**src/hw/rtl/blid_pkg.sv**
```systemverilog
// Package: types, codes and sizes shared by the bounded list unit.
`timescale 1ns / 1ps
`default_nettype none
package blid_pkg;

  localparam int CAPACITY = 16;
  localparam int CNT_W    = $clog2(CAPACITY + 1);
  localparam int IDX_W    = (CAPACITY > 1) ? $clog2(CAPACITY) : 1;
  localparam int VAL_W    = 32;
  localparam int POS_W    = 5;
  localparam int CMP_W    = (CNT_W > POS_W) ? CNT_W : POS_W;

  typedef enum logic [1:0] {
    KIND_INS_FRONT = 2'd0,
    KIND_DEL_FRONT = 2'd1,
    KIND_DEL_POS   = 2'd2,
    KIND_DEL_END   = 2'd3
  } kind_t;

  typedef enum logic [1:0] {
    ST_DONE      = 2'd0,
    ST_UNDERFLOW = 2'd1,
    ST_BOUND     = 2'd2,
    ST_FULL      = 2'd3
  } status_t;

  typedef struct packed {
    logic [1:0]              kind;
    logic signed [VAL_W-1:0] value;
    logic [POS_W-1:0]        position;
  } in_item_t;

  typedef struct packed {
    logic [1:0]              status;
    logic signed [VAL_W-1:0] removed_value;
    logic [POS_W-1:0]        entry_count;
  } out_item_t;

  // Broadcast to every cell of the chain.
  typedef struct packed {
    logic             insert;
    logic             remove;
    logic [IDX_W-1:0] del_idx;
  } cell_ctrl_t;

endpackage
`default_nettype wire

```
**src/hw/rtl/blid_cell.sv**
```systemverilog
// One storage cell of the list chain: shifts right on insert, left on delete.
`timescale 1ns / 1ps
`default_nettype none
module blid_cell
  import blid_pkg::*;
(
  input  wire logic              clk,
  input  wire logic [IDX_W-1:0]  cell_idx,
  input  wire cell_ctrl_t        ctrl,
  input  wire logic [VAL_W-1:0]  left_data,
  input  wire logic [VAL_W-1:0]  right_data,
  output logic      [VAL_W-1:0]  data_out,
  output logic      [VAL_W-1:0]  rm_data
);

  logic [VAL_W-1:0] data_r;
  logic [VAL_W-1:0] data_nxt;
  logic             hit;
  logic             at_or_after;

  assign hit         = (cell_idx == ctrl.del_idx);
  assign at_or_after = (cell_idx >= ctrl.del_idx);

  always_comb begin
    data_nxt = data_r;
    if (ctrl.insert) begin
      data_nxt = left_data;
    end else if (ctrl.remove && at_or_after) begin
      data_nxt = right_data;
    end
  end

  always_ff @(posedge clk) begin
    data_r <= data_nxt;
  end

  assign data_out = data_r;
  assign rm_data  = (ctrl.remove && hit) ? data_r : '0;

endmodule
`default_nettype wire

```
**src/hw/rtl/bounded_list_insert_delete_unit.sv**
```systemverilog
// Top level: bounded ordered list built from a chain of shifting cells.
//
//   channel | ports                         | payload
//   --------+-------------------------------+------------
//   input   | in_valid / in_ready / in_item | in_item_t
//   result  | out_valid/ out_ready/ out_item| out_item_t
//
// One transaction per cycle unless the result stalls: the affected cells shift
// and the result is registered at the same clock edge.
// The result register frees in_ready whenever it is empty or being taken.
// Synchronous active-low reset empties the list; cell contents are not reset.
// A stalled result holds in_ready low until it is taken.
`timescale 1ns / 1ps
`default_nettype none
module bounded_list_insert_delete_unit
  import blid_pkg::*;
(
  input  wire logic      clk,
  input  wire logic      rst_n,
  input  wire logic      in_valid,
  output logic           in_ready,
  input  wire in_item_t  in_item,
  output logic           out_valid,
  input  wire logic      out_ready,
  output out_item_t      out_item
);

  logic             accept;
  logic [CNT_W-1:0] occ_r;
  logic [CNT_W-1:0] occ_nxt;
  logic             out_valid_r;
  out_item_t        out_item_r;
  status_t          status;
  logic             do_ins;
  logic             do_del;
  logic [IDX_W-1:0] del_idx;
  logic [POS_W-1:0] pos_m1;
  logic [CNT_W-1:0] occ_m1;
  logic [CMP_W-1:0] pos_ext;
  logic [CMP_W-1:0] occ_ext;
  cell_ctrl_t       ctrl;
  logic [VAL_W-1:0] removed;

  logic [VAL_W-1:0] cell_data [CAPACITY];
  logic [VAL_W-1:0] cell_rm   [CAPACITY];
  logic [VAL_W-1:0] nbr_left  [CAPACITY];
  logic [VAL_W-1:0] nbr_right [CAPACITY];

  assign in_ready = !out_valid_r || out_ready;
  assign accept   = in_valid && in_ready;

  assign pos_m1  = in_item.position - POS_W'(1);
  assign occ_m1  = occ_r - CNT_W'(1);
  assign pos_ext = CMP_W'(in_item.position);
  assign occ_ext = CMP_W'(occ_r);

  always_comb begin
    status  = ST_DONE;
    do_ins  = 1'b0;
    do_del  = 1'b0;
    del_idx = '0;
    if (in_item.kind == KIND_INS_FRONT) begin
      if (occ_r == CNT_W'(CAPACITY)) begin
        status = ST_FULL;
      end else begin
        do_ins = 1'b1;
      end
    end else if (occ_r == '0) begin
      status = ST_UNDERFLOW;
    end else begin
      unique case (kind_t'(in_item.kind))
        KIND_DEL_FRONT: begin
          do_del  = 1'b1;
          del_idx = '0;
        end
        KIND_DEL_POS: begin
          if (pos_ext == '0 || pos_ext > occ_ext) begin
            status = ST_BOUND;
          end else begin
            do_del  = 1'b1;
            del_idx = IDX_W'(pos_m1);
          end
        end
        KIND_DEL_END: begin
          do_del  = 1'b1;
          del_idx = IDX_W'(occ_m1);
        end
        default: begin
          do_del  = 1'b0;
        end
      endcase
    end
  end

  assign ctrl.insert  = accept && do_ins;
  assign ctrl.remove  = accept && do_del;
  assign ctrl.del_idx = del_idx;

  genvar gi;
  generate
    for (gi = 0; gi < CAPACITY; gi++) begin : g_cell
      if (gi == 0) begin : g_head
        assign nbr_left[gi] = in_item.value;
      end else begin : g_mid_l
        assign nbr_left[gi] = cell_data[gi-1];
      end
      if (gi == CAPACITY - 1) begin : g_tail
        assign nbr_right[gi] = cell_data[gi];
      end else begin : g_mid_r
        assign nbr_right[gi] = cell_data[gi+1];
      end
      blid_cell u_cell (
        .clk        (clk),
        .cell_idx   (IDX_W'(gi)),
        .ctrl       (ctrl),
        .left_data  (nbr_left[gi]),
        .right_data (nbr_right[gi]),
        .data_out   (cell_data[gi]),
        .rm_data    (cell_rm[gi])
      );
    end
  endgenerate

  always_comb begin
    removed = '0;
    for (int i = 0; i < CAPACITY; i++) begin
      removed = removed | cell_rm[i];
    end
  end

  always_comb begin
    occ_nxt = occ_r;
    if (ctrl.insert) begin
      occ_nxt = occ_r + CNT_W'(1);
    end else if (ctrl.remove) begin
      occ_nxt = occ_m1;
    end
  end

  always_ff @(posedge clk) begin
    if (!rst_n) begin
      occ_r       <= '0;
      out_valid_r <= 1'b0;
    end else begin
      occ_r <= occ_nxt;
      if (accept) begin
        out_valid_r <= 1'b1;
      end else if (out_ready) begin
        out_valid_r <= 1'b0;
      end
    end
  end

  always_ff @(posedge clk) begin
    if (accept) begin
      out_item_r.status        <= status;
      out_item_r.removed_value <= removed;
      out_item_r.entry_count   <= POS_W'(occ_nxt);
    end
  end

  assign out_valid = out_valid_r;
  assign out_item  = out_item_r;

endmodule
`default_nettype wire

```
**config.mk**
```make
export PLATFORM = sky130hd
export DESIGN_NAME = bounded_list_insert_delete_unit
export DESIGN_NICKNAME = d
export VERILOG_FILES = /design/src/hw/rtl/blid_pkg.sv /design/src/hw/rtl/blid_cell.sv /design/src/hw/rtl/bounded_list_insert_delete_unit.sv
export SDC_FILE = /design/constraint.sdc
export NUM_CORES = 1
export LEC_CHECK = 0
export ABC_AREA = 1
export BUFFER_PORTS_ARGS = -buffer_cell sky130_fd_sc_hd__buf_2
export CAP_MARGIN = 20
export CORE_MARGIN = 5
export CORE_UTILIZATION = 35
export DETAILED_ROUTE_END_ITERATION = 10
export GPL_TIMING_DRIVEN = 1
export PLACE_DENSITY = 0.5
export SKIP_CTS_REPAIR_TIMING = 1
export SLEW_MARGIN = 10
export SYNTH_ARGS = -nofsm -noshare
export SYNTH_HDL_FRONTEND = slang
export SYNTH_HIERARCHICAL = 1
export SYNTH_SLANG_ARGS = --single-unit
```
**constraint.sdc**
```tcl
create_clock -name clk -period 5.15 [get_ports clk]
set_input_delay 0.515 -clock clk [delete_from_list [all_inputs] [get_ports clk]]
set_output_delay 0.515 -clock clk [all_outputs]
set_load 0.02 [all_outputs]
```
=== Word level (Yosys, flattened, before mapping) ===
Cells that the tools add are included.
Widths: inputs -> output; s select.

* Logic and storage cells: 197
* Register bits: 557
* Output and inout port bits: 41

* Reductions and logical operators: 58
* Add/subtract/negate cells: 3
* Eq/ne operators: 19
* Muxes and demuxes: 65
* $lt $le $gt $ge: 16
* Bitwise operators: 15

{| class="wikitable"
|+ Operators with widths
! kind !! number
|-
| $mux 32 || 46
|-
| $or 32x32->32 || 15
|-
| $logic_and 1x1->1 || 34
|-
| $eq 4x4->1 const A || 8
|-
| $reduce_bool 2->1 || 16
|-
| $ge 4x4->1 const A || 7
|-
| $eq 3x4->1 const A || 4
|-
| $ge 3x4->1 const A || 4
|-
| $mux 4 || 3
|-
| $logic_not 5->1 || 2
|-
| $mux 2 || 5
|-
| $mux 5 || 2
|-
| $eq 2x4->1 const A || 2
|-
| $ge 1x4->1 const A || 2
|-
| $ge 2x4->1 const A || 2
|-
| $pmux 4 s2 || 1
|-
| $mux 1 || 7
|-
| $add 5x1->5 const B || 1
|-
| $eq 5x5->1 const B || 1
|-
| $gt 5x5->1 || 1
|-
| $sub 5x1->5 const B || 1
|-
| $eq 1x4->1 const A || 1
|-
| $eq 2x2->1 const B || 2
|-
| $logic_not 4->1 || 1
|-
| 7 further kinds || 8
|}

=== Logic depth before layout (Yosys ltp) ===
Gate-level depths: netlist of the first run.

* Word-level depth: 24
* Mapped depth: 21

=== By module ===
The synthesis of the first run kept the hierarchy.

{| class="wikitable"
|+ By module, submodules not included
! module !! cells each !! times used !! area each (um2)
|-
| blid_cell (g_cell[15].u_cell ...) || 228 || 10 || 1826.8
|-
| blid_cell (g_cell[0].u_cell ...) || 228 || 6 || 1785.5
|-
| bounded_list_insert_delete_unit || 333 || 1 || 3051.7
|}

=== Worst setup path after synthesis of the first run ===
Ideal clock, no wire load.

* Path type: input to register
* Start point: input in_item[4] in the netlist's numbering
* End point: register g_cell[15].u_cell.data_r[0], enable pin
* Required time: 4.761 ns
* Stages on the path: 17
* Setup slack: 1.298 ns
* Arrival time: 3.463 ns
* Cell sequence: ha_1 -> nand2_1 -> nor2_1 -> nand2_1 -> a21boi_1 -> nand2_1 -> o22ai_1 -> inv_1 -> nor2_1 -> inv_1 -> ha_1 -> nand2_2 -> nor2_4 -> nor2_1 -> nand2_1 -> nand2_1 -> nand2_1

{| class="wikitable"
|+ RTL lines
! what !! line !! source
|-
| from (decl) || bounded_list_insert_delete_unit.sv:22 || <nowiki>input wire in_item_t in_item,</nowiki>
|-
| to (signal assigned) || blid_cell.sv:34 || <nowiki>data_r <= data_nxt;</nowiki>
|-
| to (decl) || blid_cell.sv:16 || <nowiki>logic [VAL_W-1:0] data_r;</nowiki>
|}

==> metrics.md, run 1 <==
| Metric | Value |
|---|---|
| GPL Wtd Cong | 0.862 |
| Post-synth top flop | edfxtp_1 |
| Row count | 111 |
| Layout area overhead | 11.5% |
| GRT overflow | 0 |
| Yosys warnings | 6 |
| Worst-case clock buffer depth | 3 |
| CTS tree | built |
| Die area | 97700 sq um |
| Fmax | 204 MHz |
| Max transition margin | 25.0% |
| Commonest cells after routing, fill and taps aside | nand2_1, inv_1, edfxtp_1 |
| Core Area | 91200 sq um |
| CTS Root Cell | clkbuf_16 |
| Worst-path clk slew | 0.06 ns |
| First-pass GRT wire length | 150 mm |
| Min cycle time layout | 4.90 ns |
| Post-layout util | 39.1% |
| Dpl hpwl | 67.6 mm |
| Worst EP required | 5.45 ns |
| # diodes | 0 |
| Vias per cell | 4.67 |
| Worst Path Arrival | 5.20 ns |
| Setup total negative slack | 0 ns |
| Worst Hold Class | primary input to flip-flop |
| CTS H-tree depth | 3 |
| Sequential fraction of the synthesis area | 52.0% |
| Netlist Area Pre-Place | 32000 sq um |
| Avg WL per Cell | 18.7 um |
| DR iter-0 viols | 2579 |
| Hold Slack | 0.174 ns |
| Port Buffers | 83 |
| Ys async rst share | 0% |
| Die height | 313 um |
| Final Skew | 0.0252 ns |
| Layout net count | 4255 |
| Grt peak-use layer | met1 |
| Vias in the first global route | 23292 |
| RSZ-0062 raised after global routing | no |
| GR Util met2 | 28.7% |
| Period Utilization, post-route | 95.2% |
| M1 GR Usage | 31.6% |
| DRT antenna net count | 0 |
| Setup violators final | 0 |
| Unique masters post-synth | 31 |
| Initial antenna violation count | 3 |
| EDFF count, synth | 551 |
| CP Launch Type | flip-flop |
| Max-cap viol count | 0 |
| Setup CP Type | flip-flop to flip-flop |
| Status | complete, no violations |
| CP Capture Type | flip-flop |
| Initial DRT Pass Iterations | 6 |
| Leak Pwr | 0.0177 uW |
| Total wire length | 100 mm |
| Measured slew at the worst slew-check pin | 1.11 ns |
| Pre-CTS setup slack | 0.358 ns |
| Post-route setup slack | 0.250 ns |
| FF+latch count, synth | 557 |
| I/O pins | 84 |
| Power Density | 372 nW/um^2 |
| Avg Synthesized Cell Area | 8.05 sq um |
| Syn Inst Count | 3981 |
| GRT met3 Usage | 3.72% |
| Chip width | 313 um |
| Critical Path Fanout Max | 20 |
| Final Slew Violations | 0 |
| Largest net degree at the start of global routing | 122 |
| # fillers | 9383 |
| Number of clock sinks | 557 |
| Via count | 25091 |
| GR Util All Layers | 20.0% |
| Clock latency on the worst-skew pair | 0.62 ns |
| Layout cells sized above 1 | 11.2% |
| Commonest non-fill, non-tap cell in the layout | nand2_1 |
| Starting Density | 35.1% |
| Num CTS Buffers | 67 |
| Peak VDD IR | 196 uV |
| DRC viols | 0 |
| Final hold viol count | 0 |
-- path summary, 6_finish.rpt --
check                           slack, ns         from                           end  cells past startpoint
worst min-delay path                 0.17  in_item[14]  g_cell[0].u_cell/data_out[9]                      3
worst max register to register       0.25   occ_ext[3]                  out_item[29]                     17
worst min register to register       0.53    out_valid                     out_valid                      2
worst max-delay path                 0.25   occ_ext[3]                  out_item[29]                     17
-- cell type report --
type / count / area (sq um) / share of cell area (%)
Inverter: 685 / 2570 / 7.20
Timing Repair Buffer: 188 / 1270 / 3.55
Tap cell: 1186 / 1480 / 4.15
Multi-Input combinational cell: 2639 / 11700 / 32.7
Sequential cell: 557 / 16700 / 46.7
Clock inverter: 27 / 235 / 0.659
Clock buffer: 87 / 1810 / 5.08
-- worst max-delay path: stages (launching register included) --
cell	delay, ns
dfxtp_1	0.56
inv_1	0.10
ha_1	0.29
nand2_1	0.06
nor2_1	0.15
nand2_1	0.07
nand3_1	0.09
nand2_1	0.07
nand3_2	0.07
nand2_4	0.08
nand2_4	0.10
clkinv_1	0.56
buf_4	0.47
nand2_2	0.52
buf_4	0.29
nor2_1	0.05
nor4_1	0.82
nand4_1	0.19
-- power breakdown --
part	total, uW	switching, uW	internal [uW]
sequential	6420	533	5890
combinational	2270	1610	663
clock	4580	1950	2630
total	13300	4090	9180
-- per-stage QoR --
step	instances	instance area [sq um]	total power, uW
floorplan	4043	32300	7870
CTS	5369	35700	13400
global route	5369	35700	13900
detailed placement	5255	33700	8770
global placement	5255	33700	8750
finish	5369	35700	13300
-- flip-flops by register name, summed over array words and instances (netlist names) --
name	cells
g_cell.u_cell/data_out	512
out_item	39
occ_ext	5
out_valid	1
-- cell usage after synthesis, types with 3 or more instances --
library cell / instances / area [sq um]
nand2_1: 1717 / 6440
inv_1: 682 / 2560
edfxtp_1: 551 / 16500
nor2_1: 406 / 1520
nor2_2: 141 / 882
nor4_1: 128 / 801
buf_6: 80 / 901
ha_1: 74 / 926
buf_2: 64 / 320
nand4_1: 32 / 200
buf_4: 18 / 135
nand2_2: 16 / 100
nand2_4: 13 / 146
nand3_1: 11 / 55.1
nor2_4: 10 / 113
dfxtp_1: 6 / 120
a21oi_1: 4 / 20.0
nand3_2: 4 / 40.0
o22ai_1: 4 / 25.0
o21ai_0: 3 / 15.0
xnor2_1: 3 / 26.3
-- routing by layer --
layer  part of all wire [%]  vias to the layer above
met4                    1.4                        0
li1                       -                    12410
met3                    8.3                       86
met5                      0                        -
met2                     41                      886
met1                     49                    11709
-- kinds of logic after synthesis --
logic type               synth area share [%]
AO/OA/AOI/OAI                           0.262
adder cells (fa/ha/maj)                  2.89
buffers and inverters                    12.3
flip-flops                               52.0
AND/OR/NAND/NOR                          32.4
XOR/XNOR                                0.137
other                                  0.0234
Power figures use the tool's default switching activity.
==> run 2: changes to the inputs <==
Settings changed: CORE_MARGIN 5 to 2.
Clock period 5.15 ns to 5.2 ns, I/O delays scaled along.
==> run 2 against run 1 <==
Critical path depth increased by 3. Die area shrank 3.8%. Global-route usage rose by 1.4 points. Hold slack improved by 0.0019 ns.
==> metrics.md, run 2 (same netlist as run 1, synthesis figures left out) <==
| Metric | Value |
|---|---|
| Crit path max-delay cell type | nor4_1 |
| Critical Path Fanout Max | 18 |
| Final hold viol count | 0 |
| Num CTS Buffers | 67 |
| Final Slew Violations | 0 |
| Port Buffers | 83 |
| Clock latency on the worst-skew pair | 0.63 ns |
| Leak Pwr | 0.0177 uW |
| Row count | 110 |
| Worst-path clk slew | 0.06 ns |
| Fmax | 211 MHz |
| Peak VDD IR | 241 uV |
| Avg WL per Cell | 18.9 um |
| # diodes | 0 |
| Setup total negative slack | 0 ns |
| Worst Hold Class | primary input to flip-flop |
| Layout area overhead | 11.4% |
| Die height | 307 um |
| Post-layout util | 39.5% |
| Layout cells sized above 1 | 11.0% |
| Top cell family by delay on the critical path | simple AND/OR/NAND/NOR gates |
| CTS H-tree depth | 3 |
| Dpl hpwl | 65.3 mm |
| Layout net count | 4251 |
| Critical-path cell list | inv_1, ha_1, nand2_1, nor2_1, nand2_1, a21boi_1, nand2_1, o22ai_1, inv_1, nor2_1, buf_4, inv_1, ha_1, nand2_1, nor2_2, nand2_2, buf_12, nor2_2, nor4_1, nand4_1 |
| Worst Reg2Reg Path Length in Cells | 20 |
| Worst Path Arrival | 5.05 ns |
| Status | complete, no violations |
| Min cycle time layout | 4.73 ns |
| Max reg flops | 512 |
| Largest net degree at the start of global routing | 187 |
| CTS Root Cell | clkbuf_16 |
| Die area | 94000 sq um |
| Worst-case clock buffer depth | 3 |
| Max-cap viol count | 0 |
| Commonest non-fill, non-tap cell in the layout | nand2_1 |
| I/O pins | 84 |
| DR iter-0 viols | 2761 |
| Final Cell Area | 35700 sq um |
| DRT antenna net count | 0 |
| Total wire length | 101 mm |
| CP Capture Type | flip-flop |
| GPL Wtd Cong | 0.852 |
| Reg2Reg Launch Point | occ_ext[2] |
| First-pass GRT wire length | 152 mm |
| Initial antenna violation count | 1 |
| Core Area | 90400 sq um |
| Final Skew | 0.0311 ns |
| Setup violators final | 0 |
| Chip width | 307 um |
| Crit-path max cell delay | 0.57 ns |
| Power Total | 13100 uW |
| Setup CP Type | flip-flop to flip-flop |
| Max transition margin | 36.4% |
| Measured slew at the worst slew-check pin | 0.954 ns |
| RSZ-0062 raised after global routing | no |
| CTS tree | built |
| Power Density | 368 nW/um^2 |
| CP Launch Type | flip-flop |
| Vias per cell | 4.66 |
| DRC viols | 0 |
| Number of clock sinks | 557 |
| Post-route setup slack | 0.471 ns |
| Hold path startpoint | in_item[18] |
| Area after DPL | 33600 sq um |
| GR Util All Layers | 21.5% |
| GRT overflow | 0 |
| R2r setup slk | 0.47 ns |
| Critical path depth | 20 |
| R2R Path End | out_item[35] |
| Pre-CTS setup slack | 0.495 ns |
| Commonest cells after routing, fill and taps aside | nand2_1, inv_1, edfxtp_1 |
| Cell count of the worst hold path | 3 |
| Hold Path Sink | g_cell[0].u_cell/data_out[13] |
| Starting Density | 35.4% |
| Vias in the first global route | 23196 |
| Worst EP required | 5.52 ns |
| Period Utilization, post-route | 90.9% |
| Worst path buffer plus inverter count | 5 |
| Top cell by count, worst path | nand2_1 |
| Via count | 24979 |
| Initial DRT Pass Iterations | 5 |
==> run 2: worst max-delay path by stage <==
stage                                               end  startpoint  slack, ns
final                                      out_item[35]  occ_ext[2]       0.47
after global routing                       out_item[24]  occ_ext[2]       0.02
after CTS                                  out_item[35]  occ_ext[2]       0.50
after detailed placement                   out_item[35]  occ_ext[2]       0.49
after global placement                     out_item[35]  occ_ext[2]       0.56
after floorplan           g_cell[15].u_cell/data_out[0]  in_item[4]       1.34
==> run 2: final cells by class <==
| cell class | count | area (sq um) |
|---|---|---|
| Tap cell | 1176 | 1470 |
| Fill cell | 9374 | 54700 |
| Multi-Input combinational cell | 2639 | 11700 |
| Timing Repair Buffer | 184 | 1260 |
| Sequential cell | 557 | 16700 |
| Inverter | 685 | 2570 |
| Clock inverter | 27 | 203 |
| Clock buffer | 91 | 1830 |
==> run 2: layer usage <==
| metal | global-route usage (%) | vias up | part of all wire, % |
|---|---|---|---|
| met5 | 0 | - | 0 |
| met4 | 4.64 | 0 | 1.5 |
| met3 | 4.25 | 91 | 8.7 |
| met2 | 31.2 | 882 | 42 |
| li1 | - | 12400 | - |
| met1 | 32.8 | 11606 | 48 |
==> run 2: per-stage QoR <==
step	cells	hold WS [ns]
floorplan	4043	0.511
global placement	5241	0.527
detailed placement	5241	0.536
CTS	5359	0.143
global route	5359	0.173
finish	5359	0.175
==> run 2: worst reg2reg max path: stages, from the launching register on <==
cell and delay [ns]:
dfxtp_1 0.56, inv_1 0.11, ha_1 0.32, nand2_1 0.06
nor2_1 0.12, nand2_1 0.08, a21boi_1 0.19, nand2_1 0.14
o22ai_1 0.14, inv_1 0.05, nor2_1 0.45, buf_4 0.27
inv_1 0.05, ha_1 0.30, nand2_1 0.08, nor2_2 0.04
nand2_2 0.43, buf_12 0.28, nor2_2 0.05, nor4_1 0.57
nand4_1 0.17
==> run 2: power by group <==
group	leakage (uW)	internal [uW]	switching [uW]
sequential	0.00521	5830	521
clock	0.000993	2570	1950
combinational	0.0115	658	1610
total	0.0177	9060	4080
